**config.mk**
```make
export PLATFORM = sky130hd
export DESIGN_NAME = i2c_master_byte_engine_core
export DESIGN_NICKNAME = d
export VERILOG_FILES = /design/src/design/i2cm_pkg.sv /design/src/design/i2c_master_byte_engine_core.sv /design/src/design/i2cm_engine.sv
export SDC_FILE = /design/constraint.sdc
export NUM_CORES = 1
export LEC_CHECK = 0
export ABC_AREA = 1
export BUFFER_PORTS_ARGS = -buffer_cell sky130_fd_sc_hd__buf_4
export CORE_MARGIN = 3
export CORE_UTILIZATION = 53
export CTS_BUF_LIST = sky130_fd_sc_hd__clkbuf_8 sky130_fd_sc_hd__clkbuf_16
export CTS_CLUSTER_SIZE = 28
export DETAILED_ROUTE_END_ITERATION = 8
export PLACE_DENSITY = 0.79
export SLEW_MARGIN = 10
export SYNTH_ARGS = -nofsm -noshare
export SYNTH_HDL_FRONTEND = slang
export SYNTH_SLANG_ARGS = --single-unit
```
**constraint.sdc**
```tcl
create_clock -name clk -period 2.8 [get_ports clk]
set_input_delay 0.42 -clock clk [delete_from_list [all_inputs] [get_ports clk]]
set_output_delay 0.42 -clock clk [all_outputs]
set_load 0.01 [all_outputs]
```
**src/design/i2cm_pkg.sv**
```systemverilog
// Types and constants shared by the I2C master byte engine modules
`default_nettype none

package i2cm_pkg;

    localparam logic [2:0] MODE_TICK  = 3'd0;
    localparam logic [2:0] MODE_START = 3'd1;
    localparam logic [2:0] MODE_STOP  = 3'd2;
    localparam logic [2:0] MODE_WRITE = 3'd3;
    localparam logic [2:0] MODE_READ  = 3'd4;

    localparam logic [7:0] HALF_PERIOD_RESET = 8'd5;

    typedef struct packed {
        logic [2:0] mode;
        logic [7:0] data_byte;
        logic       send_nack;
        logic       sda_level;
    } item_t;

    typedef struct packed {
        logic       scl_level;
        logic       sda_drive;
        logic       sda_output_enable;
        logic       busy_res;
        logic       done_res;
        logic [7:0] read_byte;
        logic       ack_received;
    } result_t;

endpackage

`default_nettype wire

```
**src/design/i2c_master_byte_engine_core.sv**
```systemverilog
// Top level of the I2C master byte engine: input register, engine, result register
//
//  channel | direction | handshake            | payload
//  --------+-----------+----------------------+----------------------------------------
//  in      | into core | in_valid / in_stall  | mode, data_byte, send_nack, sda_level
//  out     | from core | out_valid / out_stall| scl_level, sda_drive, sda_output_enable,
//          |           |                      | busy_res, done_res, read_byte, ack_received
//  cfg     | into core | cfg_valid / cfg_ready| half_period_ticks
//
// One item per cycle while the output is not stalled; the input register takes an item at
// its accepting edge and the result register captures the result as the item advances.
// The engine state steps once per item. Reset returns the bus lines to high, the engine to
// idle, the half period to 5. A stalled result holds both registers; in_stall rises only
// while out_stall is high and the input register is full.
`default_nettype none

module i2c_master_byte_engine_core
(
    input  wire logic       clk,
    input  wire logic       rst_n,

    input  wire logic       in_valid,
    output logic            in_stall,
    input  wire logic [2:0] mode,
    input  wire logic [7:0] data_byte,
    input  wire logic       send_nack,
    input  wire logic       sda_level,

    output logic            out_valid,
    input  wire logic       out_stall,
    output logic            scl_level,
    output logic            sda_drive,
    output logic            sda_output_enable,
    output logic            busy_res,
    output logic            done_res,
    output logic [7:0]      read_byte,
    output logic            ack_received,

    input  wire logic       cfg_valid,
    output logic            cfg_ready,
    input  wire logic [7:0] half_period_ticks
);

    logic               in_valid_reg;
    i2cm_pkg::item_t    item_reg;
    logic               out_valid_reg;
    i2cm_pkg::result_t  result_reg;
    i2cm_pkg::result_t  result_next;
    logic [7:0]         half_period_reg;
    logic               advance;

    assign advance   = in_valid_reg && !(out_valid_reg && out_stall);
    assign in_stall  = in_valid_reg && out_valid_reg && out_stall;
    assign cfg_ready = 1'b1;

    always_ff @(posedge clk or negedge rst_n)
    begin
        if (!rst_n)
        begin
            half_period_reg <= i2cm_pkg::HALF_PERIOD_RESET;
            in_valid_reg    <= 1'b0;
            out_valid_reg   <= 1'b0;
        end
        else
        begin
            if (cfg_valid && cfg_ready)
            begin
                half_period_reg <= half_period_ticks;
            end
            if (!in_stall)
            begin
                in_valid_reg <= in_valid;
            end
            if (advance)
            begin
                out_valid_reg <= 1'b1;
            end
            else if (!out_stall)
            begin
                out_valid_reg <= 1'b0;
            end
        end
    end

    always_ff @(posedge clk)
    begin
        if (in_valid && !in_stall)
        begin
            item_reg.mode      <= mode;
            item_reg.data_byte <= data_byte;
            item_reg.send_nack <= send_nack;
            item_reg.sda_level <= sda_level;
        end
        if (advance)
        begin
            result_reg <= result_next;
        end
    end

    i2cm_engine u_engine
    (
        .clk         (clk),
        .rst_n       (rst_n),
        .advance     (advance),
        .item        (item_reg),
        .half_period (half_period_reg),
        .result      (result_next)
    );

    assign out_valid         = out_valid_reg;
    assign scl_level         = result_reg.scl_level;
    assign sda_drive         = result_reg.sda_drive;
    assign sda_output_enable = result_reg.sda_output_enable;
    assign busy_res          = result_reg.busy_res;
    assign done_res          = result_reg.done_res;
    assign read_byte         = result_reg.read_byte;
    assign ack_received      = result_reg.ack_received;

endmodule

`default_nettype wire

```
**src/design/i2cm_engine.sv**
```systemverilog
// Waveform state machine: state registers and the next-state logic for one item
`default_nettype none

module i2cm_engine
(
    input  wire logic            clk,
    input  wire logic            rst_n,
    input  wire logic            advance,
    input  wire i2cm_pkg::item_t item,
    input  wire logic [7:0]      half_period,
    output i2cm_pkg::result_t    result
);

    typedef enum logic [3:0] {
        PH_IDLE,
        PH_START,
        PH_STOP,
        PH_WR_LO,
        PH_WR_HI,
        PH_WACK_LO,
        PH_WACK_HI,
        PH_WACK_END,
        PH_RD_LO,
        PH_RD_HI,
        PH_MACK_LO,
        PH_MACK_HI,
        PH_MACK_END
    } phase_t;

    phase_t     phase_reg, phase_next;
    logic [2:0] bit_reg, bit_next;
    logic [7:0] shift_reg, shift_next;
    logic [7:0] tick_reg, tick_next;
    logic       nack_reg, nack_next;
    logic       ack_reg, ack_next;
    logic       scl_reg, scl_next;
    logic       sda_reg, sda_next;
    logic       oe_reg, oe_next;
    logic [7:0] last_read_reg, last_read_next;

    logic       enter_en;
    phase_t     enter_ph;
    logic [2:0] enter_sub;
    logic       done;
    logic [7:0] hp;
    logic [3:0] bit_inc;

    assign hp      = (half_period == 8'd0) ? 8'd1 : half_period;
    assign bit_inc = {1'b0, bit_reg} + 4'd1;

    always_comb
    begin
        phase_next     = phase_reg;
        bit_next       = bit_reg;
        shift_next     = shift_reg;
        tick_next      = tick_reg;
        nack_next      = nack_reg;
        ack_next       = ack_reg;
        scl_next       = scl_reg;
        sda_next       = sda_reg;
        oe_next        = oe_reg;
        last_read_next = last_read_reg;
        enter_en       = 1'b0;
        enter_ph       = PH_IDLE;
        enter_sub      = 3'd0;
        done           = 1'b0;

        if (phase_reg == PH_IDLE)
        begin
            case (item.mode)
                i2cm_pkg::MODE_START:
                begin
                    enter_en = 1'b1;
                    enter_ph = PH_START;
                end
                i2cm_pkg::MODE_STOP:
                begin
                    enter_en = 1'b1;
                    enter_ph = PH_STOP;
                end
                i2cm_pkg::MODE_WRITE:
                begin
                    shift_next = item.data_byte;
                    enter_en   = 1'b1;
                    enter_ph   = PH_WR_LO;
                end
                i2cm_pkg::MODE_READ:
                begin
                    shift_next = 8'd0;
                    nack_next  = item.send_nack;
                    enter_en   = 1'b1;
                    enter_ph   = PH_RD_LO;
                end
                default:
                begin
                end
            endcase
        end
        else if (item.mode == i2cm_pkg::MODE_TICK)
        begin
            if ({1'b0, tick_reg} + 9'd1 >= {1'b0, hp})
            begin
                // end of the current step
                enter_en = 1'b1;
                case (phase_reg)
                    PH_START, PH_STOP:
                    begin
                        if (bit_reg < 3'd3)
                        begin
                            enter_ph  = phase_reg;
                            enter_sub = bit_inc[2:0];
                        end
                        else
                        begin
                            enter_en = 1'b0;
                        end
                    end
                    PH_WR_LO:
                    begin
                        enter_ph  = PH_WR_HI;
                        enter_sub = bit_reg;
                    end
                    PH_WR_HI:
                    begin
                        shift_next = {shift_reg[6:0], 1'b0};
                        if (bit_inc[3])
                        begin
                            enter_ph = PH_WACK_LO;
                        end
                        else
                        begin
                            enter_ph  = PH_WR_LO;
                            enter_sub = bit_inc[2:0];
                        end
                    end
                    PH_WACK_LO: enter_ph = PH_WACK_HI;
                    PH_WACK_HI:
                    begin
                        ack_next = item.sda_level;
                        enter_ph = PH_WACK_END;
                    end
                    PH_RD_LO:
                    begin
                        enter_ph  = PH_RD_HI;
                        enter_sub = bit_reg;
                    end
                    PH_RD_HI:
                    begin
                        shift_next = {shift_reg[6:0], item.sda_level};
                        if (bit_inc[3])
                        begin
                            last_read_next = shift_next;
                            enter_ph       = PH_MACK_LO;
                        end
                        else
                        begin
                            enter_ph  = PH_RD_LO;
                            enter_sub = bit_inc[2:0];
                        end
                    end
                    PH_MACK_LO: enter_ph = PH_MACK_HI;
                    PH_MACK_HI: enter_ph = PH_MACK_END;
                    default:    enter_en = 1'b0;
                endcase

                if (!enter_en)
                begin
                    phase_next = PH_IDLE;
                    bit_next   = 3'd0;
                    tick_next  = 8'd0;
                    done       = 1'b1;
                end
            end
            else
            begin
                tick_next = tick_reg + 8'd1;
            end
        end

        if (enter_en)
        begin
            phase_next = enter_ph;
            bit_next   = enter_sub;
            tick_next  = 8'd0;
            case (enter_ph)
                PH_START:
                begin
                    oe_next  = 1'b1;
                    scl_next = (enter_sub == 3'd1) || (enter_sub == 3'd2);
                    sda_next = (enter_sub == 3'd0) || (enter_sub == 3'd1);
                end
                PH_STOP:
                begin
                    oe_next  = 1'b1;
                    scl_next = (enter_sub == 3'd2) || (enter_sub == 3'd3);
                    if (enter_sub != 3'd0)
                    begin
                        sda_next = (enter_sub == 3'd3);
                    end
                end
                PH_WR_LO:
                begin
                    scl_next = 1'b0;
                    sda_next = shift_next[7];
                    oe_next  = 1'b1;
                end
                PH_WACK_LO, PH_RD_LO:
                begin
                    scl_next = 1'b0;
                    oe_next  = 1'b0;
                end
                PH_MACK_LO:
                begin
                    scl_next = 1'b0;
                    sda_next = nack_next;
                    oe_next  = 1'b1;
                end
                PH_WR_HI, PH_WACK_HI, PH_RD_HI, PH_MACK_HI: scl_next = 1'b1;
                PH_WACK_END, PH_MACK_END:                   scl_next = 1'b0;
                default:
                begin
                end
            endcase
        end
    end

    always_comb
    begin
        result.scl_level         = scl_next;
        result.sda_drive         = sda_next;
        result.sda_output_enable = oe_next;
        result.busy_res          = (phase_next != PH_IDLE);
        result.done_res          = done;
        result.read_byte         = last_read_next;
        result.ack_received      = ack_next;
    end

    always_ff @(posedge clk or negedge rst_n)
    begin
        if (!rst_n)
        begin
            phase_reg     <= PH_IDLE;
            bit_reg       <= 3'd0;
            shift_reg     <= 8'd0;
            tick_reg      <= 8'd0;
            nack_reg      <= 1'b0;
            ack_reg       <= 1'b0;
            scl_reg       <= 1'b1;
            sda_reg       <= 1'b1;
            oe_reg        <= 1'b1;
            last_read_reg <= 8'd0;
        end
        else if (advance)
        begin
            phase_reg     <= phase_next;
            bit_reg       <= bit_next;
            shift_reg     <= shift_next;
            tick_reg      <= tick_next;
            nack_reg      <= nack_next;
            ack_reg       <= ack_next;
            scl_reg       <= scl_next;
            sda_reg       <= sda_next;
            oe_reg        <= oe_next;
            last_read_reg <= last_read_next;
        end
    end

endmodule

`default_nettype wire

```
After elaboration in Yosys (flattened, before gate mapping)
Cells that the tools add are included.
{"block": "classes", "add_sub_neg": 3, "order_cmp": 2, "n_eq_ne": 34, "mux": 65, "bitwise": 2, "reduce_logical": 34}
{"operator": "two-way mux 8 bit", "n": 14}
{"operator": "== test 4 bit, second input constant", "n": 9}
{"operator": "two-way mux 4 bit", "n": 9}
{"operator": "one-hot mux 4 bit (9 select lines)", "n": 1}
{"operator": "two-way mux 3 bit", "n": 11}
{"operator": "one-hot mux 8 bit (2 select lines)", "n": 2}
{"operator": "== test 4 x 3 -> 1 bit, second input constant", "n": 7}
{"operator": "two-way mux 1 bit", "n": 21}
{"operator": "== test 4 x 2 -> 1 bit, second input constant", "n": 4}
{"operator": "one-hot mux 4 bit (4 select lines)", "n": 1}
{"operator": "== test 3 x 2 -> 1 bit, second input constant", "n": 4}
{"operator": "OR reduction 4 bit", "n": 3}
{"operator": "AND reduction 5 bit", "n": 2}
{"operator": "adder 8 x 1 -> 9 bit, second input constant", "n": 1}
{"operator": "greater-or-equal comparator 9 x 8 -> 1 bit", "n": 1}
{"operator": "one-hot mux 3 bit (3 select lines)", "n": 1}
{"operator": "adder 8 x 1 -> 8 bit, second input constant", "n": 1}
{"operator": "== test 4 x 1 -> 1 bit, second input constant", "n": 2}
{"operator": "zero test 8 bit", "n": 1}
{"operator": "one-hot mux 1 bit (4 select lines)", "n": 2}
{"operator": "nonzero test 2 bit", "n": 4}
{"operator": "OR reduction 2 bit", "n": 4}
{"operator": "OR reduction 8 bit", "n": 1}
{"operator": "== test 3 x 1 -> 1 bit, second input constant", "n": 2}
{"operator": "other kinds (19)", "n": 32}
{"block": "totals", "ff_bits": 73, "out_inout_bits": 17, "wordCells": 165}

Longest topological paths before layout
Gate-level depths: netlist of run 1.
{"block": "depth", "ltp_word": 12, "ltp_mapped": 26, "depth_no_buf": 26}

Modules after synthesis
A second synthesis of run 1 with hierarchy kept.
{"block": "unflattened", "cells_unflattened": 489, "area_unflattened_um2": 4011.3}
{"module": "i2cm_engine", "n_inst": 1, "cells_per_inst": 415, "area_each_um2": 2785.2, "seq_area_each_um2": 904.6}
{"module": "i2c_master_byte_engine_core", "n_inst": 1, "cells_per_inst": 74, "area_each_um2": 1226.2, "seq_area_each_um2": 1063.5}

Worst setup path before layout of run 1
OpenSTA, ideal clock, no wires.
{"block": "synth_path", "path_kind": "flip-flop to flip-flop", "start": "reg u_engine.tick_reg[0]", "end": "reg result_reg (netlist bit sda_drive) (data pin)", "setup_time_ps": 259, "arrival_time_ps": 2352, "setup_slack_ps": 188, "path_stages_with_launch": 22, "cell_sequence": "dfrtp_1 ha_1 nand3_2 xor2_1 ha_1 nand2_1 inv_1 nand2_1 nand3_1 nand2_1 nand2_1 nand2_1 nand2_2 buf_6 nand3_1 nand2_2 nor2_2 inv_1 nor2_1 nor2_1 nand2_1 nand2_1"}
{"item": "start: declaration", "line_no": "i2cm_engine.sv:33", "source": "logic [7:0] tick_reg, tick_next;"}
{"item": "start signal: assignment", "line_no": "i2cm_engine.sv:258", "source": "tick_reg <= tick_next;"}
{"item": "end signal: assignment", "line_no": "i2c_master_byte_engine_core.sv:96", "source": "result_reg <= result_next;"}
{"item": "end: declaration", "line_no": "i2c_master_byte_engine_core.sv:47", "source": "i2cm_pkg::result_t result_reg;"}

Worst setup path after layout of run 1
{"block": "layout_path", "start": "reg u_engine.tick_reg[1]", "end": "reg u_engine.tick_reg[5]"}
{"block": "layout_between", "elab_chain_cells": 7, "elab_cells_between_ends": 14, "classes_between": "2 x add/sub; 1 x order compare; 2 x eq/ne; 7 x mux; 2 x reduce/logical"}
{"item": "adder 8 x 1 -> 9 bit", "line_no": "i2cm_engine.sv:101", "source": "if ({1'b0, tick_reg} + 9'd1 >= {1'b0, hp})"}
{"item": "greater-or-equal comparator 9 x 8 -> 1 bit", "line_no": "i2cm_engine.sv:101"}
{"item": "two-way mux 1 bit", "line_no": "i2cm_engine.sv:101"}
{"item": "two-way mux 1 bit", "line_no": "i2cm_engine.sv:99", "source": "else if (item.mode == i2cm_pkg::MODE_TICK)"}
{"item": "two-way mux 1 bit", "line_no": "i2cm_engine.sv:68", "source": "if (phase_reg == PH_IDLE)"}
{"item": "inequality test 3 x 2 -> 1 bit (no line) (tied with other cells)"}
{"item": "AND reduction 4 bit (no line)"}
Several ways; a longest one is shown, not always the timed one. The select of a mux whose other input is x is not followed.
A chain may end at the register's enable or synchronous reset.

==> metrics.txt, run 1 <==
first-pass GRT wire length 13,810 microns; DIE WIDTH 91.58 microns; CTS tree yes; die height a little over 90 microns; Commonest cells post-synth nand2_1 (115), inv_1 (59), dfrtp_1 (41), o21ai_0 (36), nand3_1 (35); Final Max Tran Viols 0; status finished with violations; Worst Clk Skew 0.01584 ns; Final #Nets about 560; vias in the first global route roughly 3,000; total CTS buffers 9; Max Cap Viol 0; Initial Utilization 55.89%; sw power roughly 1.4 mW; Max IR drop VDD around 0.45 mV; Post-synth ARST share 63.01%; Worst Setup Slack, final -0.04853 ns; final critical-path share of the clock period 101.7%; grt total ovfl 0; synth warn 0; GPL Wtd Cong between 0.9 and 1; Post-Route WL 8869 microns; area share of the largest cell type after synthesis between 20% and 30%; full die area 8386 sq um; TNS Setup -0.1298 ns; vias per std cell between 5 and 6; Tightest Pin Transition roughly 0.58 ns; top_reg_cell synth dfrtp_1; syn_area_per_cell ~8.4 sq um; #FFs+latches synth 73; Synth Area in Simple Gates 24.79%; maximum net fanout on the critical path 6; compound-cell area share of the yosys netlist roughly 11%; largest net degree at the start of global routing 47; Worst Reg-to-Reg Cells 17; top-count cell post-synth nand2_1; CP arrival between 3 and 4 ns; Clock power frac between 20% and 30%; Hold-fix buffers, CTS 0; RR Startpoint u_engine.tick_reg[1]; Layout area overhead 26.24%; # clock sinks 73; H-tree Lvls 3; Routed Antenna Nets 0; Post-Synth Adder-Cell Area 3.224%; Reg2Reg Capture Point u_engine.tick_reg[5]; clock-pin slew on the worst setup and hold paths 0.09 ns; Pleak roughly 2.3 nW; RSZ-0062 raised after global routing yes; Synth Area in XOR/XNOR around 1.1%; max FFs per register 13; CP Class flip-flop to flip-flop; multi-input logic area 1859 sq um; TritonRoute pass-1 iters 5; pwr/cell area around 750 nW/um^2; Post-synth EDFFs 27; CTS Root Cell clkbuf_8; vias approximately 3,300; DRC 0; Worst R2R Setup Slack -0.05 ns; mux cell area share after synthesis 0.5480%; most area-hungry cell type in the Yosys netlist dfrtp_1; total power draw approximately 3.7 mW; IO Port Bufs approximately 40; WP data required slightly above 3 ns; Final Hold Vio Count 0; Mapped Cells 460; library cells used by synthesis 41; share of cells above drive strength 1 30.17%; ranking of synthesized cells by area dfrtp_1 (26%), edfxtp_1 (21%), nand2_1 (11%); Synthesized Nets 496; minimum clock period approximately 2.8 ns; element type at the critical path start flip-flop; Fmax achieved about 350 MHz; gr usage total roughly a fifth; core region area 6944 sq um; DP HPWL 5892 microns; Starting DRT DRC Count 288; Filler Cell Count 489; Hold Crit Class input pin to async pin; power share of the combinational group 34.4%; Final setup violation count 7; failing checks setup timing; diodes inserted 0; WL per Instance 14.24 microns; internal power 2.289 mW; Sequential cell area between 1500 and 2000 sq um; largest family of logic cells by synthesized area simple AND/OR/NAND/NOR gates; I/O pin cnt 43; Flop pwr share between 40% and 50%; Switching Share between 30 and 40%; later-pin clock latency in the skew report 0.37 ns; kind of end point of the critical path flip-flop; Slew Limit Headroom roughly three fifths; Seq/Total Area, Yosys 50.71%; synthesized area 3881 sq um; row cnt 30; initial antenna violation count 0; Max clock buf depth 2
## routing by layer
| layer | vias up | wire length, microns | global-route usage (%) |
|---|---|---|---|
| met4 | 0 | 224 | 8.417 |
| met1 | 1549 | 3851 | 27.14 |
| met3 | 24 | 539 | 6.711 |
| li1 | 1630 | - | - |
| met5 | - | 0 | 0 |
| met2 | 129 | 4254 | 31.83 |
## power by group through the flow
stage	logic, mW	registers (mW)	clock network [mW]
floorplan	0.776	1.44	0
global placement	1.05	1.45	0
finish	1.26	1.47	0.930
CTS	1.10	1.44	0.937
detailed placement	1.08	1.46	0
global route	1.40	1.49	0.985
## worst max path at each step
stage	startpoint	endpoint	slack [ns]
after floorplan	u_engine.tick_reg[0]	sda_drive	0.19
after global routing	u_engine.tick_reg[1]	u_engine.scl_reg	-0.22
after CTS	u_engine.tick_reg[1]	sda_drive	0.003
after global placement	u_engine.tick_reg[0]	u_engine.tick_reg[0]	0.08
after detailed placement	u_engine.tick_reg[1]	busy_res	-0.06
final	u_engine.tick_reg[1]	u_engine.tick_reg[5]	-0.05
## cell usage in the layout, fill, tap and decap left out, types with 3 or more instances in the layout
| master | n |
|---|---|
| nand2_4 | 7 |
| a21oi_2 | 3 |
| inv_1 | 54 |
| nor3_1 | 3 |
| dfrtp_1 | 39 |
| a21oi_1 | 13 |
| nand2_1 | 111 |
| nand2_2 | 6 |
| nor2_1 | 21 |
| o22ai_1 | 3 |
| a31oi_1 | 3 |
| edfxtp_1 | 27 |
| buf_4 | 59 |
| inv_2 | 14 |
| o21ai_2 | 3 |
| nand3_1 | 28 |
| o21ai_0 | 32 |
| o21ai_1 | 7 |
| dfstp_2 | 5 |
| nor2_2 | 10 |
| clkbuf_8 | 9 |
| nand3_2 | 8 |
| nand4_1 | 5 |
| nor2_4 | 10 |
| ha_1 | 9 |
| a221oi_1 | 3 |
## worst max-delay path: stages (launching register included)
cell	delay, ns
dfrtp_2	0.42
ha_4	0.17
nand3_4	0.08
nor2_4	0.16
xor2_2	0.18
ha_1	0.27
a21oi_1	0.17
nand2_1	0.09
nand2_2	0.14
nand2_4	0.11
nand2_4	0.12
inv_2	0.06
nand2_2	0.08
nand2_4	0.08
buf_4	0.16
nor2_4	0.15
nand2_1	0.14
o22ai_1	0.16
## cells by family after synthesis
kind of cell	after synthesis
AOI/OAI and AO/OA	76
xor gates and xnor gates	5
adders and majority gates	10
buffers and inverters	80
DFF	73
muxes	2
other	1
and+or+nand+nor	213
## what timing repair did
item	4_1_cts	5_1_grt
hold endpoints to repair	0	0
resized for setup	6	58
setup endpoints to repair	15	48
cloned	1	0
setup buffers	0	9
pin swaps	1	21
## final cells by class
type	instances	area share, %
clock inverters	7	2.043
repair buffers	60	9.448
flip-flops and latches	73	40.22
clock buffers	9	2.528
multi-input cells	308	37.95
well taps	96	2.451
inverters	70	5.363
## metrics by stage
step | hold WS (ns) | cells | instance area [sq um] | setup slack [ns] | util (%)
6_report | 0.05531 | 623 | 4900 | -0.04853 | 70.56
5_1_grt | 0.09771 | 623 | 4900 | -0.2240 | 70.56
4_1_cts | 0.07454 | 614 | 4592 | 0.003464 | 66.13
3_5_place_dp | 0.4655 | 597 | 4339 | -0.06445 | 62.49
3_3_place_gp | 0.4616 | 597 | 4339 | 0.08410 | 62.49
2_1_floorplan | 0.1244 | 460 | 3881 | 0.1885 | -
Note: power is estimated with default switching activity, not from simulation.
==> run 2: changes to the inputs <==
GPL_TIMING_DRIVEN = 0   (was default)
==> metrics.txt, run 2 (synthesis gave the netlist of run 1 again) <==
CTS Root Cell clkbuf_8; Layout Utilization 73.37%; Final Max Tran Viols 0; Worst Path Buf+Inv 3; pwr/cell area 739.8 nW/um^2; final critical-path share of the clock period 105.1%; core region area around 6900 sq um; Layout area overhead 31.27%; worst path cell trace ha_4 -> nand3_4 -> xor2_4 -> ha_4 -> nand2_1 -> inv_2 -> nand3_2 -> nand3_2 -> nand2_1 -> nand2_1 -> nand2_2 -> nand2_4 -> buf_8 -> nand3_4 -> inv_2 -> nand2_2 -> nand3b_1 -> nand2_2 -> nand2_2 -> nand2_2 -> nor2_2 -> nand2_1; Max IR drop VDD roughly 0.42 mV; Fmax achieved 339.7 MHz; TritonRoute pass-1 iters 6; DIE WIDTH between 90 and 100 microns; Final setup violation count 17; Hold-fix buffers, CTS 0; first-pass GRT wire length between 10,000 and 15,000 microns; share of cells above drive strength 1 between 30% and 40%; Slowest cell on crit path dfrtp_1; Worst R2R Setup Slack -0.14 ns; die height 91.58 microns; GPL Wtd Cong roughly 1; largest net degree at the start of global routing 47; Pleak roughly 2.4 nW; CTS tree yes; grt total ovfl 0; Filler Cell Count approximately 450; total power draw around 3.8 mW; highest-count cells in the layout ignoring fill and taps nand2_1 (102), buf_4 (58), inv_1 (51), dfrtp_1 (40); failing checks setup timing; kind of end point of the critical path flip-flop; Post-Route WL 9604 microns; Initial Utilization 55.89%; TNS Setup -1.337 ns; vias 3,489; Routed Antenna Nets 0; minimum clock period around 2.9 ns; total CTS buffers 9; most common cell after layout, fill and taps aside nand2_1; DRC 0; Reg2Reg Capture Point sda_drive; later-pin clock latency in the skew report about 0.35 ns; element type at the critical path start flip-flop; placed insts 597; clock-pin slew on the worst setup and hold paths 0.08 ns; DP HPWL 6050 microns; delay-heaviest family, CP simple AND/OR/NAND/NOR gates; critical path's most frequent cell nand2_2; Worst Setup Slack, final -0.1441 ns; Max Cap Viol 0; full die area 8386 sq um; H-tree Lvls 3; Final #Nets between 500 and 600; WL per Instance around 15 microns; vias in the first global route around 3,200; CP Class flip-flop to flip-flop; Starting DRT DRC Count between 300 and 400; Worst Clk Skew 0.009288 ns; diodes inserted 0; gr usage total between 20% and 30%; # clock sinks 73; Placement Setup Slack -0.2672 ns; RSZ-0062 raised after global routing yes; maximum net fanout on the critical path 6; Hold Crit Class input pin to async pin; max FFs per register 13; Tightest Pin Transition 0.6525 ns; WP data required slightly below 3 ns; I/O pin cnt between 40 and 50; IO Port Bufs 41; Non-Filler Instances around 630; RR Startpoint u_engine.tick_reg[1]; vias per std cell 5.503; status finished with violations; Max clock buf depth 2; CP arrival a little over 3 ns; Final Hold Vio Count 0; Slew Limit Headroom around 56%; max incr delay on CP about 0.43 ns; Worst Reg-to-Reg Cells 22; initial antenna violation count 0; row cnt 30
-- run 2: cell types whose count changed in the layout (fill, tap and decap cells not counted), moves of 4 or more --
cell | before | now
inv_4 | 0 | 4
nand2_2 | 6 | 13
nand3_4 | 2 | 6
buf_6 | 0 | 7
o21ai_1 | 7 | 11
o21ai_0 | 32 | 27
nand2_1 | 111 | 102
-- run 2: area by class of cell --
type	count	area (sq um)	share of cell area [%]
inverter	70	272.8	5.354
buffer	10	73.82	1.449
timing repair buffer	62	496.7	9.749
sequential	73	1969	38.65
multi-input combinational	307	1967	38.61
clock inverter	7	71.32	1.400
tap	96	120.1	2.358
clock buffer	9	123.9	2.431
-- run 2: power breakdown --
group          switching, mW  total [mW]  internal [mW]
sequential             0.136        1.46           1.32
clock                  0.412       0.823          0.411
combinational          0.922        1.49          0.569
total                   1.47        3.77           2.30
-- run 2: how the worst max path moves through the flow --
stage	from	endpoint	slack [ns]	cells after the start
2_1_floorplan	u_engine.tick_reg[0]	sda_drive	0.19	21
3_3_place_gp	u_engine.tick_reg[0]	sda_drive	-0.18	22
3_5_place_dp	u_engine.tick_reg[0]	sda_drive	-0.27	22
4_1_cts	u_engine.tick_reg[1]	sda_drive	-0.01	23
5_1_grt	u_engine.tick_reg[0]	sda_drive	-0.26	21
6_report	u_engine.tick_reg[1]	sda_drive	-0.14	22
-- run 2: worst register-to-register path, stage by stage (launching register included) --
cell      delay (ns)
dfrtp_1         0.43
ha_4            0.18
nand3_4         0.12
xor2_4          0.20
ha_4            0.28
nand2_1         0.05
inv_2           0.07
nand3_2         0.09
nand3_2         0.07
nand2_1         0.06
nand2_1         0.09
nand2_2         0.08
nand2_4         0.09
buf_8           0.15
nand3_4         0.11
inv_2           0.10
nand2_2         0.06
nand3b_1        0.12
nand2_2         0.10
nand2_2         0.09
nand2_2         0.05
nor2_2          0.07
nand2_1         0.07
-- run 2: what timing repair did --
| action | in CTS | in global routing |
|---|---|---|
| gates resized for setup | 24 | 84 |
| pin swaps | 8 | 29 |
| endpoints found under the setup margin | 43 | 48 |
| buffers inserted | 10 | 12 |
-- run 2: metal layers --
metal,wire [microns],up-vias,part of all wire (%),global-route usage (%)
met5,0,-,0,0
met4,302,0,3.1,10.05
met3,656,30,6.8,5.717
met2,4652,169,48,33.29
met1,3993,1638,42,28.11
li1,-,1652,-,-
-- run 2: stage by stage --
stage	hold WS (ns)	instance area (sq um)
floorplan	0.1244	3881
global placement	0.4565	4309
detailed placement	0.4589	4309
CTS	0.1047	4673
global route	0.1067	5095
finish	0.08266	5095
==> run 3: changes to the inputs <==
CELL_PAD_IN_SITES_DETAIL_PLACEMENT = 1   (was default)
CELL_PAD_IN_SITES_GLOBAL_PLACEMENT = 1   (was default)
CORE_UTILIZATION = 40   (was 53)
==> metrics.txt, run 3 (synthesis gave the netlist of run 1 again) <==
status finished with violations; failing checks setup timing; grt total ovfl 0; later-pin clock latency in the skew report 0.36 ns; H-tree Lvls 3; DP HPWL around 7500 microns; Worst Setup Slack, final -0.1809 ns; element type at the critical path start flip-flop; Slew Limit Headroom 42.23%; diodes inserted 0; TNS Setup -2.166 ns; Tightest Pin Transition just under 0.9 ns; final critical-path share of the clock period 106.5%; maximum net fanout on the critical path 6; first-pass GRT wire length roughly 18,000 microns; DIE WIDTH about 100 microns; share of cells above drive strength 1 between 40% and 50%; IO Port Bufs 41; vias ~3,600; highest-count cells in the layout ignoring fill and taps nand2_1 (93), buf_4 (61), inv_1 (50), dfrtp_1 (40), edfxtp_1 (27); CP Class flip-flop to flip-flop; total CTS buffers 9; vias in the first global route between 3,000 and 4,000; Reg2Reg Capture Point busy_res; Worst R2R Setup Slack -0.18 ns; Worst Reg-to-Reg Cells 21; RR Startpoint u_engine.tick_reg[0]; CP startpoint u_engine.tick_reg[0]; core region area 9328 sq um; vias per std cell 5.378; Max IR drop VDD 0.3695 mV; full die area roughly 11,000 sq um; Routed Antenna Nets 0; TritonRoute pass-1 iters 5; most common cell after layout, fill and taps aside nand2_1; delay-heaviest family, CP simple AND/OR/NAND/NOR gates; Max clock buf depth 2; row cnt 35; Fmax achieved roughly 340 MHz; Pleak between 2 and 2.5 nW; clock-pin slew on the worst setup and hold paths roughly 0.090 ns; Post-Route WL approximately 12,000 microns; die height ~100 microns; CP arrival 3.09 ns; Worst Clk Skew 0.01258 ns; initial antenna violation count 0; WL per Instance around 18 microns; critical path's most frequent cell nand2_2; GPL Wtd Cong approximately 0.86; gr usage total between 20% and 30%; pwr/cell area 725.5 nW/um^2; Final Hold Vio Count 0; Max Cap Viol 0; worst path cell trace buf_6 -> nand3_4 -> nor2_4 -> inv_2 -> nand2_2 -> inv_2 -> ha_4 -> nand2_2 -> inv_2 -> nand3_2 -> nand3_2 -> nand2_2 -> nand2_1 -> nand2_1 -> nand2_2 -> buf_8 -> buf_6 -> nand4_1 -> a31o_4 -> nor2_2 -> nand2_1; Layout area overhead 38.23%; WP data required 2.91 ns; I/O pin cnt 43; kind of end point of the critical path flip-flop; Hold Crit Class input pin to async pin; RSZ-0062 raised after global routing yes; Initial Utilization a little over two fifths; minimum clock period around 3 ns; CTS Root Cell clkbuf_8; CTS tree yes; max incr delay on CP 0.44 ns; Slowest cell on crit path dfrtp_1; Worst Path Buf+Inv 6; max FFs per register 13; final hold slack about 0.07 ns; Final #Nets approximately 580; Hold-fix buffers, CTS 0; Final Max Tran Viols 0; largest net degree at the start of global routing 47; DRC 0; Final setup violation count 35; Starting DRT DRC Count roughly 170; # clock sinks 73
[run 3: cell count changes in the layout (fill, tap and decap cells not counted), moves of 3 or more]
cell	delta
a21oi_1	-3
nand2_2	+8
buf_4	+3
o21ai_2	+9
o21ai_0	-10
nand2_1	-9
buf_6	+3
a21oi_4	+3
[run 3: repair_timing]
action	in CTS	in global routing
setup buffers	11	15
cloned	0	2
endpoints found under the setup margin	48	48
gates resized for setup	54	111
pin swaps	15	45
[run 3: worst register-to-register path: cells and delay by family (launching register included)]
| kind | cells | cell delay (ns) |
|---|---|---|
| simple gates | 13 | 1.15 |
| buf+inv | 6 | 0.61 |
| fa+ha+maj | 1 | 0.25 |
| flops | 1 | 0.44 |
| compound gates | 1 | 0.29 |
[run 3: final cells by class]
type / instances / area [sq um]
Fill cell: 1070 / 3963
Multi-Input combinational cell: 307 / 2165
Sequential cell: 73 / 1969
Timing Repair Buffer: 69 / 549.3
Inverter: 70 / 272.8
Tap cell: 129 / 161.4
Clock buffer: 9 / 123.9
Buffer: 10 / 77.57
Clock inverter: 7 / 46.29
[run 3: metal layers]
metal  part of all wire [%]  global-route usage (%)  up-vias
met3                    3.8                   3.228       25
li1                       -                       -     1668
met2                     52                   35.70      121
met1                     42                   25.29     1811
met4                    2.2                   7.217        0
met5                      0                       0        -
[run 3: worst max-delay path by stage]
stage | to | cells past startpoint
final | busy_res | 21
after global routing | sda_drive | 24
after CTS | scl_level | 20
after detailed placement | sda_drive | 22
after global placement | sda_drive | 22
after floorplan | sda_drive | 21
[run 3: per-stage QoR]
stage               cell area, sq um  util [%]  setup WS, ns  power, mW  std cells
floorplan                       3881         -        0.1885      2.213        460
global placement                4350     46.64       -0.2288      2.522        630
detailed placement              4350     46.64       -0.3641      2.581        630
CTS                             4805     51.51      -0.09840      3.485        657
global route                    5365     57.52       -0.3925      4.123        674
finish                          5365     57.52       -0.1809      3.892        674
[run 3: power by group]
group	switching [mW]	leakage [nW]	internal [mW]
registers	0.154	0.845	1.32
clock network	0.454	0.0868	0.320
logic	1.04	1.53	0.601
total	1.65	2.47	2.24
